`src/sv/sle_pkg.sv`:
```
`default_nettype none

package sle_pkg;

    localparam int LINE_CAPACITY_DEF = 63;

    localparam logic [7:0] CODE_BACKSPACE = 8'h0E;
    localparam logic [7:0] CODE_ENTER     = 8'h1C;
    localparam logic [7:0] CODE_LSHIFT    = 8'h2A;
    localparam logic [7:0] RELEASE_BIT    = 8'h80;
    localparam logic [7:0] TABLE_TOP      = 8'd57;
    localparam logic [6:0] CASE_OFFSET    = 7'h20;

    typedef enum logic [2:0] {
        KIND_ECHO      = 3'd0,
        KIND_ERASE     = 3'd1,
        KIND_LINE_CHAR = 3'd2,
        KIND_LINE_END  = 3'd3,
        KIND_FULL      = 3'd4
    } kind_t;

    typedef enum logic [2:0] {
        CLS_SHIFT_ON,
        CLS_SHIFT_OFF,
        CLS_IGNORE,
        CLS_BACKSPACE,
        CLS_ENTER,
        CLS_CHAR
    } code_class_t;

    typedef enum logic [2:0] {
        ST_IDLE,
        ST_EVAL,
        ST_READ,
        ST_EMIT
    } state_t;

    typedef enum logic [1:0] {
        CHSEL_ZERO,
        CHSEL_MAPPED,
        CHSEL_STORE
    } char_sel_t;

    typedef struct packed {
        logic      load_code;
        logic      set_shift;
        logic      clr_shift;
        logic      dec_len;
        logic      store_char;
        logic      clr_len;
        logic      idx_clr;
        logic      idx_inc;
        logic      ram_rd;
        logic      rd_next;
        logic      out_load;
        kind_t     out_kind;
        char_sel_t out_sel;
        logic      out_last;
    } sle_cmd_t;

    typedef struct packed {
        code_class_t cls;
        logic        len_zero;
        logic        len_full;
        logic        idx_at_len;
        logic        next_in_line;
        logic        out_free;
    } sle_stat_t;

    // US qwerty set-1 map for codes 0..57; unmapped keys give '?'.
    function automatic logic [6:0] map_us(input logic [5:0] code);
        logic [6:0] ch;
        unique case (code)
            6'd2:  ch = 7'h31;
            6'd3:  ch = 7'h32;
            6'd4:  ch = 7'h33;
            6'd5:  ch = 7'h34;
            6'd6:  ch = 7'h35;
            6'd7:  ch = 7'h36;
            6'd8:  ch = 7'h37;
            6'd9:  ch = 7'h38;
            6'd10: ch = 7'h39;
            6'd11: ch = 7'h30;
            6'd12: ch = 7'h2D;
            6'd13: ch = 7'h3D;
            6'd16: ch = 7'h71;
            6'd17: ch = 7'h77;
            6'd18: ch = 7'h65;
            6'd19: ch = 7'h72;
            6'd20: ch = 7'h74;
            6'd21: ch = 7'h79;
            6'd22: ch = 7'h75;
            6'd23: ch = 7'h69;
            6'd24: ch = 7'h6F;
            6'd25: ch = 7'h70;
            6'd26: ch = 7'h5B;
            6'd27: ch = 7'h5D;
            6'd30: ch = 7'h61;
            6'd31: ch = 7'h73;
            6'd32: ch = 7'h64;
            6'd33: ch = 7'h66;
            6'd34: ch = 7'h67;
            6'd35: ch = 7'h68;
            6'd36: ch = 7'h6A;
            6'd37: ch = 7'h6B;
            6'd38: ch = 7'h6C;
            6'd39: ch = 7'h3B;
            6'd40: ch = 7'h27;
            6'd41: ch = 7'h60;
            6'd43: ch = 7'h5C;
            6'd44: ch = 7'h7A;
            6'd45: ch = 7'h78;
            6'd46: ch = 7'h63;
            6'd47: ch = 7'h76;
            6'd48: ch = 7'h62;
            6'd49: ch = 7'h6E;
            6'd50: ch = 7'h6D;
            6'd51: ch = 7'h2C;
            6'd52: ch = 7'h2E;
            6'd53: ch = 7'h2F;
            6'd57: ch = 7'h20;
            default: ch = 7'h3F;
        endcase
        return ch;
    endfunction

    // The FR azerty map differs from the US one on seven keys only.
    function automatic logic [6:0] map_char(input logic fr, input logic [5:0] code);
        logic [6:0] ch;
        ch = map_us(code);
        if (fr) begin
            unique case (code)
                6'd16:   ch = 7'h61;
                6'd17:   ch = 7'h7A;
                6'd30:   ch = 7'h71;
                6'd39:   ch = 7'h6D;
                6'd44:   ch = 7'h77;
                6'd50:   ch = 7'h2C;
                6'd51:   ch = 7'h3B;
                default: ch = ch;
            endcase
        end
        return ch;
    endfunction

endpackage

`default_nettype wire

```
`src/sv/scancode_line_editor.sv`:
```
`default_nettype none

// Line editor driven by set-1 keyboard scancodes.
// Input channel (s_valid/s_ready/s_scancode): one scancode byte per transfer.
// Result channel (m_valid/m_ready/m_kind/m_character/m_last): zero or more
// results per scancode; m_last marks the final result of a scancode.
// Configuration: cfg_we writes cfg_wdata into the layout select (0 US, 1 FR).
// An ordinary key, backspace on a non-empty line or full-line drop gives one
// result, loaded into the result register once it is free; only then is the
// block ready again. Shift, ignored codes and an empty-line backspace give none.
// Enter on a line of n characters streams n line characters and a line end;
// the line store has one read port, and the controller fetches the next
// character from it while the current one goes out.
// Reset (synchronous, active low) empties the line, releases shift and
// selects the FR layout; stored characters are not cleared since only
// entries below the line length are ever read.
// The results leave through an output register: when the receiver holds
// m_ready low, the result waits there and the controller stalls at its
// next result, while a new scancode may already be taken in.
module scancode_line_editor
    import sle_pkg::*;
#(
    parameter int LINE_CAPACITY = LINE_CAPACITY_DEF
) (
    input  wire logic       aclk,
    input  wire logic       aresetn,
    input  wire logic       s_valid,
    output logic            s_ready,
    input  wire logic [7:0] s_scancode,
    output logic            m_valid,
    input  wire logic       m_ready,
    output logic [2:0]      m_kind,
    output logic [6:0]      m_character,
    output logic            m_last,
    input  wire logic       cfg_we,
    input  wire logic       cfg_wdata
);

    // Commands from the controller and status back from the datapath.
    sle_cmd_t  cmd;
    sle_stat_t stat;

    sle_ctrl u_ctrl (
        .aclk    (aclk),
        .aresetn (aresetn),
        .s_valid (s_valid),
        .s_ready (s_ready),
        .stat    (stat),
        .cmd     (cmd)
    );

    // The datapath holds the scancode, shift and layout flags, line length,
    // read index, the line store and the result register.
    sle_dp #(
        .LINE_CAPACITY (LINE_CAPACITY)
    ) u_dp (
        .aclk        (aclk),
        .aresetn     (aresetn),
        .s_scancode  (s_scancode),
        .cfg_we      (cfg_we),
        .cfg_wdata   (cfg_wdata),
        .m_ready     (m_ready),
        .m_valid     (m_valid),
        .m_kind      (m_kind),
        .m_character (m_character),
        .m_last      (m_last),
        .cmd         (cmd),
        .stat        (stat)
    );

endmodule

`default_nettype wire

```
`src/sv/sle_ram.sv`:
```
`default_nettype none

module sle_ram #(
    parameter int WIDTH = 7,
    parameter int DEPTH = 63,
    localparam int ADDR_W = (DEPTH > 1) ? $clog2(DEPTH) : 1
) (
    input  wire logic              aclk,
    input  wire logic              we,
    input  wire logic [ADDR_W-1:0] waddr,
    input  wire logic [WIDTH-1:0]  wdata,
    input  wire logic              re,
    input  wire logic [ADDR_W-1:0] raddr,
    output logic      [WIDTH-1:0]  rdata
);

    logic [WIDTH-1:0] mem_reg [DEPTH];
    logic [WIDTH-1:0] rdata_reg;

    always_ff @(posedge aclk) begin
        if (we) begin
            mem_reg[waddr] <= wdata;
        end
        if (re) begin
            rdata_reg <= mem_reg[raddr];
        end
    end

    assign rdata = rdata_reg;

endmodule

`default_nettype wire

```
`src/sv/sle_ctrl.sv`:
```
`default_nettype none

module sle_ctrl
    import sle_pkg::*;
(
    input  wire logic      aclk,
    input  wire logic      aresetn,
    input  wire logic      s_valid,
    output logic           s_ready,
    input  wire sle_stat_t stat,
    output sle_cmd_t       cmd
);

    state_t state_reg;
    state_t state_next;

    always_ff @(posedge aclk) begin
        if (!aresetn) begin
            state_reg <= ST_IDLE;
        end else begin
            state_reg <= state_next;
        end
    end

    always_comb begin
        state_next   = state_reg;
        cmd          = '0;
        cmd.out_kind = KIND_ECHO;
        cmd.out_sel  = CHSEL_ZERO;
        s_ready      = 1'b0;
        unique case (state_reg)
            ST_IDLE: begin
                s_ready       = 1'b1;
                cmd.load_code = s_valid;
                if (s_valid) begin
                    state_next = ST_EVAL;
                end
            end
            ST_EVAL: begin
                unique case (stat.cls)
                    CLS_SHIFT_ON: begin
                        cmd.set_shift = 1'b1;
                        state_next    = ST_IDLE;
                    end
                    CLS_SHIFT_OFF: begin
                        cmd.clr_shift = 1'b1;
                        state_next    = ST_IDLE;
                    end
                    CLS_BACKSPACE: begin
                        if (stat.len_zero) begin
                            state_next = ST_IDLE;
                        end else if (stat.out_free) begin
                            cmd.dec_len  = 1'b1;
                            cmd.out_load = 1'b1;
                            cmd.out_kind = KIND_ERASE;
                            cmd.out_last = 1'b1;
                            state_next   = ST_IDLE;
                        end
                    end
                    CLS_ENTER: begin
                        cmd.idx_clr = 1'b1;
                        state_next  = ST_READ;
                    end
                    CLS_CHAR: begin
                        if (stat.out_free) begin
                            cmd.out_load = 1'b1;
                            cmd.out_last = 1'b1;
                            if (stat.len_full) begin
                                cmd.out_kind = KIND_FULL;
                            end else begin
                                cmd.store_char = 1'b1;
                                cmd.out_kind   = KIND_ECHO;
                                cmd.out_sel    = CHSEL_MAPPED;
                            end
                            state_next = ST_IDLE;
                        end
                    end
                    default: begin
                        state_next = ST_IDLE;
                    end
                endcase
            end
            ST_READ: begin
                if (stat.idx_at_len) begin
                    if (stat.out_free) begin
                        cmd.out_load = 1'b1;
                        cmd.out_kind = KIND_LINE_END;
                        cmd.out_last = 1'b1;
                        cmd.clr_len  = 1'b1;
                        state_next   = ST_IDLE;
                    end
                end else begin
                    cmd.ram_rd = 1'b1;
                    state_next = ST_EMIT;
                end
            end
            ST_EMIT: begin
                if (stat.out_free) begin
                    cmd.out_load = 1'b1;
                    cmd.out_kind = KIND_LINE_CHAR;
                    cmd.out_sel  = CHSEL_STORE;
                    cmd.idx_inc  = 1'b1;
                    if (stat.next_in_line) begin
                        // Fetch the following character while this one goes out.
                        cmd.ram_rd  = 1'b1;
                        cmd.rd_next = 1'b1;
                    end else begin
                        state_next = ST_READ;
                    end
                end
            end
            default: begin
                state_next = ST_IDLE;
            end
        endcase
    end

endmodule

`default_nettype wire

```
`src/sv/sle_dp.sv`:
```
`default_nettype none

module sle_dp
    import sle_pkg::*;
#(
    parameter int LINE_CAPACITY = LINE_CAPACITY_DEF
) (
    input  wire logic       aclk,
    input  wire logic       aresetn,
    input  wire logic [7:0] s_scancode,
    input  wire logic       cfg_we,
    input  wire logic       cfg_wdata,
    input  wire logic       m_ready,
    output logic            m_valid,
    output logic [2:0]      m_kind,
    output logic [6:0]      m_character,
    output logic            m_last,
    input  wire sle_cmd_t   cmd,
    output sle_stat_t       stat
);

    localparam int LEN_W  = $clog2(LINE_CAPACITY + 1);
    localparam int ADDR_W = (LINE_CAPACITY > 1) ? $clog2(LINE_CAPACITY) : 1;

    logic [7:0]       code_reg;
    logic             shift_reg;
    logic             layout_reg;
    logic [LEN_W-1:0] len_reg;
    logic [LEN_W-1:0] idx_reg;
    logic             m_valid_reg;
    kind_t            kind_reg;
    logic [6:0]       char_reg;
    logic             last_reg;

    logic [LEN_W-1:0]  idx_plus;
    logic [6:0]        mapped;
    logic [6:0]        ram_rdata;
    logic [ADDR_W-1:0] rd_addr;
    logic [6:0]        char_next;
    code_class_t       cls;

    // Shift codes win over the range check; 0x2A sits inside the table range.
    always_comb begin
        if (code_reg == CODE_LSHIFT) begin
            cls = CLS_SHIFT_ON;
        end else if (code_reg == (CODE_LSHIFT | RELEASE_BIT)) begin
            cls = CLS_SHIFT_OFF;
        end else if (code_reg > TABLE_TOP) begin
            cls = CLS_IGNORE;
        end else if (code_reg == CODE_BACKSPACE) begin
            cls = CLS_BACKSPACE;
        end else if (code_reg == CODE_ENTER) begin
            cls = CLS_ENTER;
        end else begin
            cls = CLS_CHAR;
        end
    end

    always_comb begin
        mapped = map_char(layout_reg, code_reg[5:0]);
        if (shift_reg && mapped >= 7'h61 && mapped <= 7'h7A) begin
            mapped = mapped - CASE_OFFSET;
        end
    end

    assign idx_plus = idx_reg + LEN_W'(1);
    assign rd_addr  = cmd.rd_next ? idx_plus[ADDR_W-1:0] : idx_reg[ADDR_W-1:0];

    always_comb begin
        stat.cls          = cls;
        stat.len_zero     = (len_reg == '0);
        stat.len_full     = (len_reg == LEN_W'(LINE_CAPACITY));
        stat.idx_at_len   = (idx_reg == len_reg);
        stat.next_in_line = (idx_plus < len_reg);
        stat.out_free     = !m_valid_reg || m_ready;
    end

    sle_ram #(
        .WIDTH (7),
        .DEPTH (LINE_CAPACITY)
    ) u_line_ram (
        .aclk  (aclk),
        .we    (cmd.store_char),
        .waddr (len_reg[ADDR_W-1:0]),
        .wdata (mapped),
        .re    (cmd.ram_rd),
        .raddr (rd_addr),
        .rdata (ram_rdata)
    );

    always_comb begin
        case (cmd.out_sel)
            CHSEL_MAPPED: char_next = mapped;
            CHSEL_STORE:  char_next = ram_rdata;
            default:      char_next = 7'd0;
        endcase
    end

    always_ff @(posedge aclk) begin
        if (!aresetn) begin
            shift_reg   <= 1'b0;
            layout_reg  <= 1'b1;
            len_reg     <= '0;
            idx_reg     <= '0;
            m_valid_reg <= 1'b0;
        end else begin
            if (cfg_we) begin
                layout_reg <= cfg_wdata;
            end
            if (cmd.set_shift) begin
                shift_reg <= 1'b1;
            end else if (cmd.clr_shift) begin
                shift_reg <= 1'b0;
            end
            if (cmd.clr_len) begin
                len_reg <= '0;
            end else if (cmd.dec_len) begin
                len_reg <= len_reg - LEN_W'(1);
            end else if (cmd.store_char) begin
                len_reg <= len_reg + LEN_W'(1);
            end
            if (cmd.idx_clr) begin
                idx_reg <= '0;
            end else if (cmd.idx_inc) begin
                idx_reg <= idx_plus;
            end
            if (cmd.out_load) begin
                m_valid_reg <= 1'b1;
            end else if (m_ready) begin
                m_valid_reg <= 1'b0;
            end
        end
    end

    always_ff @(posedge aclk) begin
        if (cmd.load_code) begin
            code_reg <= s_scancode;
        end
        if (cmd.out_load) begin
            kind_reg <= cmd.out_kind;
            char_reg <= char_next;
            last_reg <= cmd.out_last;
        end
    end

    assign m_valid     = m_valid_reg;
    assign m_kind      = kind_reg;
    assign m_character = char_reg;
    assign m_last      = last_reg;

endmodule

`default_nettype wire

```
`config.mk`:
```
export PLATFORM = sky130hd
export DESIGN_NAME = scancode_line_editor
export DESIGN_NICKNAME = d
export VERILOG_FILES = /design/src/sv/sle_pkg.sv /design/src/sv/scancode_line_editor.sv /design/src/sv/sle_ram.sv /design/src/sv/sle_ctrl.sv /design/src/sv/sle_dp.sv
export SDC_FILE = /design/constraint.sdc
export NUM_CORES = 1
export LEC_CHECK = 0
export BUFFER_PORTS_ARGS = -buffer_cell sky130_fd_sc_hd__buf_2
export CORE_ASPECT_RATIO = 1.25
export CORE_MARGIN = 2
export CORE_UTILIZATION = 50
export CTS_BUF_LIST = sky130_fd_sc_hd__clkbuf_16
export DETAILED_ROUTE_END_ITERATION = 10
export PLACE_DENSITY_LB_ADDON = 0.12
export SLEW_MARGIN = 20
export SYNTH_ARGS = -nofsm -noshare
export SYNTH_HDL_FRONTEND = slang
export SYNTH_SLANG_ARGS = --single-unit
```
`constraint.sdc`:
```
create_clock -name aclk -period 10.6 [get_ports aclk]
set_input_delay 1.06 -clock aclk [delete_from_list [all_inputs] [get_ports aclk]]
set_output_delay 1.06 -clock aclk [all_outputs]
set_load 0.01 [all_outputs]
```
Yosys cells after proc, flatten, opt, wreduce, memory -nomap -nowiden
Memory sizes are Yosys's and may differ from the RTL's. A register that Yosys moved wholly into a read port is not among the register bits.
Index checks and enable logic that the tools add are counted.
W data, S select, Z words.
{"block": "totals", "ff_bits": 37, "latch_bits": 0, "mem_bits_rw": 441, "mem_bits_ro": 448, "wordCells": 120, "n_memories": 2}
{"block": "op_classes", "add_sub_neg": 4, "multipliers": 0, "div": 0, "magnitude_cmp": 4, "eq_ne": 25, "shift": 0, "mux": 61, "bitwise_logic": 1, "n_reduce_logical": 13}
{"name": "(no name shown)", "depth": 64, "word_bits": 7, "rd": 1, "rd_clocked_by_memory_dff": 1, "write_ports": 0, "line_no": "sle_pkg.sv:73", "source": "unique case (code)"}
{"name": "u_dp.u_line_ram.mem_reg", "depth": 63, "word_bits": 7, "rd": 1, "rd_clocked_by_memory_dff": 1, "write_ports": 1, "line_no": "sle_ram.sv:17", "source": "logic [WIDTH-1:0] mem_reg [DEPTH];"}
{"operator": "$pmux W7 S7", "count": 1}
{"operator": "$mux W3", "count": 11}
{"operator": "$eq A6 B6 Y1 const B", "count": 5}
{"operator": "$mux W1", "count": 25}
{"operator": "$mux W6", "count": 4}
{"operator": "$mux W7", "count": 3}
{"operator": "$mux W4", "count": 5}
{"operator": "$eq A6 B5 Y1 const B", "count": 3}
{"operator": "$pmux W7 S2", "count": 1}
{"operator": "$add A6 B1 Y6 const B", "count": 2}
{"operator": "$pmux W3 S4", "count": 1}
{"operator": "$pmux W4 S3", "count": 1}
{"operator": "$eq A3 B2 Y1 const B", "count": 3}
{"operator": "$mux W9", "count": 1}
{"operator": "$pmux W3 S3", "count": 1}
{"operator": "$eq A8 B4 Y1 const B", "count": 1}
{"operator": "$eq A8 B5 Y1 const B", "count": 1}
{"operator": "$eq A8 B6 Y1 const B", "count": 1}
{"operator": "$eq A8 B8 Y1 const B", "count": 1}
{"operator": "$gt A8 B6 Y1 const B", "count": 1}
{"operator": "$pmux W4 S2", "count": 1}
{"operator": "$ge A7 B7 Y1 const B", "count": 1}
{"operator": "$le A7 B7 Y1 const B", "count": 1}
{"operator": "$sub A7 B6 Y7 const B", "count": 1}
{"operator": "20 further kinds", "count": 32}

Longest topological paths before layout
{"block": "depth", "word_depth": 11, "ltp_mapped": 18}

Hierarchy
A second synthesis with hierarchy kept.
{"block": "hier_totals", "cells_unflattened": 1215, "hier_area_um2": 21033.9}
{"module": "sle_ram", "instances": 1, "cells_each": 799, "area_per_inst_um2": 17543.1}
{"module": "sle_dp", "instances": 1, "cells_each": 365, "area_per_inst_um2": 3148.0}
{"module": "sle_ctrl", "instances": 1, "cells_each": 51, "area_per_inst_um2": 342.8}

Least setup slack after synthesis
No wires, ideal clock.
{"block": "synth_path", "kind": "register to register", "start": "register u_dp.code_reg[3]", "end": "memory u_dp.u_line_ram.mem_reg[0][5], data pin", "setup_ns": 0.530, "arrival_time_ns": 5.534, "t_required_ns": 10.070, "path_slack_ns": 4.537, "path_stages_with_launch": 9, "synth_period_minus_slack_ns": 6.063, "cell_sequence": "edfxtp_1 -> or3b_1 -> nor3_1 -> nor2_1 -> mux2i_1 -> nand3_1 -> a211oi_1 -> nor3_1 -> xor2_1"}
{"block": "synth_between", "elab_chain_len": 7, "elab_cells_between_ends": 15}
{"element": "start: declaration", "line_no": "sle_dp.sv:25", "source": "logic [7:0] code_reg;"}
{"element": "start signal: assignment", "line_no": "sle_dp.sv:137", "source": "code_reg <= s_scancode;"}
{"element": "$eq A6 B6 Y1 or $eq A6 B5 Y1 (tied branches)", "line_no": "sle_pkg.sv:132", "source": "unique case (code)"}
{"element": "$pmux W7 S7 *", "line_no": "sle_pkg.sv:132"}
{"element": "$mux W7 *", "line_no": "sle_pkg.sv:131", "source": "if (fr) begin"}
{"element": "$ge A7 B7 Y1", "line_no": "sle_dp.sv:61", "source": "if (shift_reg && mapped >= 7'h61 && mapped <= 7'h7A) begin"}
{"element": "$logic_and A1 B1 Y1 (2 in a row)", "line_no": "sle_dp.sv:61"}
{"element": "$mux W7 *", "line_no": "sle_dp.sv:61"}
{"element": "net u_dp.mapped[5]", "line_no": "sle_dp.sv:36", "source": "logic [6:0] mapped;"}
{"element": "end: declaration", "line_no": "sle_ram.sv:17"}
Mark *: on every way through the listed nets, which the timed path passes. The rest lies on a longest branch.

Worst setup path after layout
{"block": "layout_path", "start": "register u_dp.idx_reg[0]", "end": "register u_dp.u_line_ram.rdata_reg[2] (netlist: u_dp.u_line_ram.rdata[2]), read port of u_dp.u_line_ram.mem_reg, data pin"}
{"block": "layout_between", "elab_chain_len": 6, "elab_cells_between_ends": 9}
{"element": "start: declaration", "line_no": "sle_dp.sv:29", "source": "logic [LEN_W-1:0] idx_reg;"}
{"element": "start signal: assignment", "line_no": "sle_dp.sv:125", "source": "idx_reg <= idx_plus;"}
{"element": "$add A6 B1 Y6 *", "line_no": "sle_dp.sv:66", "source": "assign idx_plus = idx_reg + LEN_W'(1);"}
{"element": "net u_dp.idx_plus[5]", "line_no": "sle_dp.sv:35", "source": "logic [LEN_W-1:0] idx_plus;"}
{"element": "$lt A6 B6 Y1", "line_no": "sle_dp.sv:74", "source": "stat.next_in_line = (idx_plus < len_reg);"}
{"element": "$mux W2", "line_no": "sle_ctrl.sv:103", "source": "if (stat.next_in_line) begin"}
{"element": "$mux W9", "line_no": "sle_ctrl.sv:98", "source": "if (stat.out_free) begin"}
{"element": "$mux W1", "line_no": "sle_ctrl.sv:31", "source": "unique case (state_reg)"}
{"element": "$mux W6", "line_no": "sle_dp.sv:67", "source": "assign rd_addr = cmd.rd_next ? idx_plus[ADDR_W-1:0] : idx_reg[ADDR_W-1:0];"}
{"element": "end: declaration", "line_no": "sle_ram.sv:18", "source": "logic [WIDTH-1:0] rdata_reg;"}
Marked as above.
A chain may end at the register's enable or synchronous reset.

==> flow_summary_export.csv <==
group,metric,value,unit
run_status,outcome,"complete, no violations",
routing,drtIter0Drc,1542,
cts,cts_resized,0,
min_path,min_path_cells,2,
yosys,ys_seq_area_frac,0.642,
placement,port-buffer-count,26,
cts,cts.sinks,492,
pwr,leakage,7.97,nW
yosys,yosys.area.top_type_share,0.619,
cts,clk_pin_slew,60,ps
setup_path,cp.arrival,7140,ps
setup_path,worst-setup-path-type,"reg2reg",
layout,largest_register_ffs,441,
global_routing,grt_pass1_vias,14900,
pwr,power,4.10,mW
min_path,hold_class,"reg2reg",
yosys,synthFlopType,"edfxtp_1",
routing,drt_pass1_iterations,7,
sta,rsz0062_at_grt,"false",
routing,vias,15100,
setup_path,rr_worst_depth,16,
yosys,synth_area,0.0226,sq mm
routing,via_per_inst,6.50,
global_routing,grt.overflow.total,0,
pwr,comb_power_share,0.042,
sta,worstMarginPinSlew,1160,ps
sta,layout_min_cycle_time,6780,ps
setup_path,cp-start-kind,"flip-flop",
pwr,pwr-share-clk,0.423,
yosys,synthesis.nets,1743,
setup_path,cp-end-kind,"flip-flop",
floorplan,rows,87,
yosys,synth_largest_area_cell,"edfxtp_1",
placement,place_inst,2229,
sta,max_clock_freq,0.148,GHz
placement,globalplace.congestion,0.867,
floorplan,fp.dieArea,0.0470,sq mm
cts,tritoncts,"built",
layout,drive_above_1_share,0.129,
global_routing,globalRouteTotalUtil,0.262,
global_routing,grt_max_degree,86,
layout,final_cell_count_no_fill,2316,
yosys,synth_area_per_cell,13.3,sq um
yosys,synth_edf_count,467,
floorplan,io-pin-count,27,
min_path,min-delay-start,"u_dp.shift_reg",
cts,clkLatencyLatePin,620,ps
cts,h-tree-depth,2,
yosys,yosys_warnings,0,
layout,antennaDiodeCount,0,
routing,post-route-drc-count,0,
setup_path,reg2reg_to,"u_dp.u_line_ram.rdata[2]",
pwr,p_int,3.20,mW
pwr,powerDensity,165,mW/mm^2
floorplan,fp.dieW,194,um
yosys,netlist_instances,1707,
sta,tns,0,ps
placement,dp_slack,3930,ps
yosys,ys_async_sr_fraction,0,
floorplan,die_h,242,um
layout,finalNetCount,1737,
placement,hpwlAfterDp,39500,um
sta,fin_crit_sh,0.639,
floorplan,core,0.0450,sq mm
yosys,synth_cell_types,95,
setup_path,worstPathRequired,10960,ps
pwr,p_sw_frac,0.220,
layout,final_cell_mix,"edfxtp_1 (467), nand2_1 (143), nor2_1 (133)",
sta,finalWorstSetupSlack,3820,ps
sta,hold_violations,0,
pwr,p_sw,0.904,mW
routing,ant_nets,0,
yosys,synth_seq_cells,492,
setup_path,reg2reg_from,"u_dp.idx_reg[0]",
layout,layout_commonest_cell,"edfxtp_1",
sta,setup_violations,0,
sta,slew_headroom,0.220,
cts,cts_root_buffer,"clkbuf_16",
sta,finalMaxSlewViolations,0,
job,maxCapViolations,0,
routing,drt-total-wl,61700,um
routing,drt-wirelength-per-cell,26.6,um
layout,area_growth,10.0,%
min_path,whs_endpoint,"u_dp.shift_reg",
sta,clock_skew,30.4,ps
yosys,synth_area_leaders,"edfxtp_1 (62%), mux2i_1 (3.4%), mux4_2 (2.7%)",
layout,fin_util,0.554,
cts,cts_buffers,48,
cts,cts_hold_buffers,0,
global_routing,grt_pass1_wl,92400,um
cts,cts_buffer_depth,3,
pwr,ir_drop,0.000103,V
global_routing,antenna_found_initial,0,
floorplan,start_util,0.504,
cts,post-cts-setup-buffers,0,
setup_path,path_max_fanout,85,
setup_path,r2r_setup_slack,3820,ps
pwr,power.share.sequential,0.534,
## routing by layer
metal  vias to the layer above  GRT usage  part of all wire  wire, um
li1                       6735          -                 -         -
met1                      7585      0.345              0.40     24800
met2                       606      0.438              0.49     30200
met3                       134     0.0355             0.067      4130
met4                         0      0.110             0.041      2560
met5                         -          0                 0         0
## worst max-delay path, stage by stage, from the launching register on
cell	delay, ps
dfxtp_2	310
buf_4	520
inv_1	310
buf_4	330
nor2_1	200
and3_1	240
xor2_1	170
ha_1	280
a21oi_2	790
and2_1	310
nand4_4	600
nand2_2	510
buf_4	780
mux4_2	410
nor2b_1	140
a211oi_1	300
a32oi_1	150
## area by class of cell
type	instances	area [sq um]
Multi-Input combinational cell	1070	7570
Tap cell	578	723
Inverter	27	101
Sequential cell	492	14500
Timing Repair Buffer	62	400
Fill cell	3659	20000
Clock buffer	48	1200
Clock inverter	39	383
## power by group through the flow
stage | logic [mW] | clock network [mW] | registers (mW)
finish | 0.173 | 1.74 | 2.19
global route | 0.186 | 1.83 | 2.19
CTS | 0.172 | 1.76 | 2.19
detailed placement | 0.172 | 0 | 2.23
global placement | 0.169 | 0 | 2.23
floorplan | 0.0903 | 0 | 2.23
## kinds of logic (layout without fill, tap and decap cells)
group / after synthesis / after routing / share of synthesized area
muxes: 108 / 108 / 0.0628
AOI/OAI and AO/OA: 403 / 403 / 0.134
other: 1 / 1 / 0.000166
xor gates and xnor gates: 29 / 29 / 0.0116
adders and majority gates: 22 / 22 / 0.0122
buffers and inverters: 145 / 176 / 0.0287
DFF: 492 / 492 / 0.642
and+or+nand+nor: 507 / 507 / 0.109
## synthesized netlist by cell type (16+ instances only)
cell type	instances
clkbuf_1	69
ha_1	22
nand2_1	144
and3_1	40
xnor2_1	20
a2111oi_0	31
edfxtp_1	467
a21oi_1	51
dfxtp_1	25
a211oi_1	47
mux2i_1	78
nand3_1	82
nor2_1	133
inv_1	26
a32oi_1	32
o211ai_1	16
a31oi_1	21
o21ai_0	58
buf_2	30
mux4_2	27
## how the worst max path moves through the flow
stage,from,to,slack (ps)
3_5_place_dp,u_dp.idx_reg[0],u_dp.u_line_ram.rdata[0],3930
5_1_grt,u_dp.idx_reg[0],u_dp.u_line_ram.rdata[2],3500
6_report,u_dp.idx_reg[0],u_dp.u_line_ram.rdata[2],3820
3_3_place_gp,u_dp.idx_reg[0],u_dp.u_line_ram.rdata[0],4140
4_1_cts,u_dp.idx_reg[0],u_dp.u_line_ram.rdata[0],3920
2_1_floorplan,u_dp.code_reg[3],u_dp.u_line_ram.mem_reg[0][5],4540
## per-stage QoR
step / instance area (sq um) / hold WS [ps]
6_report: 24900 / 600
5_1_grt: 24900 / 636
4_1_cts: 24900 / 599
3_5_place_dp: 23300 / 581
3_3_place_gp: 23300 / 571
2_1_floorplan: 22600 / 529
Power figures use the tool's default switching activity.
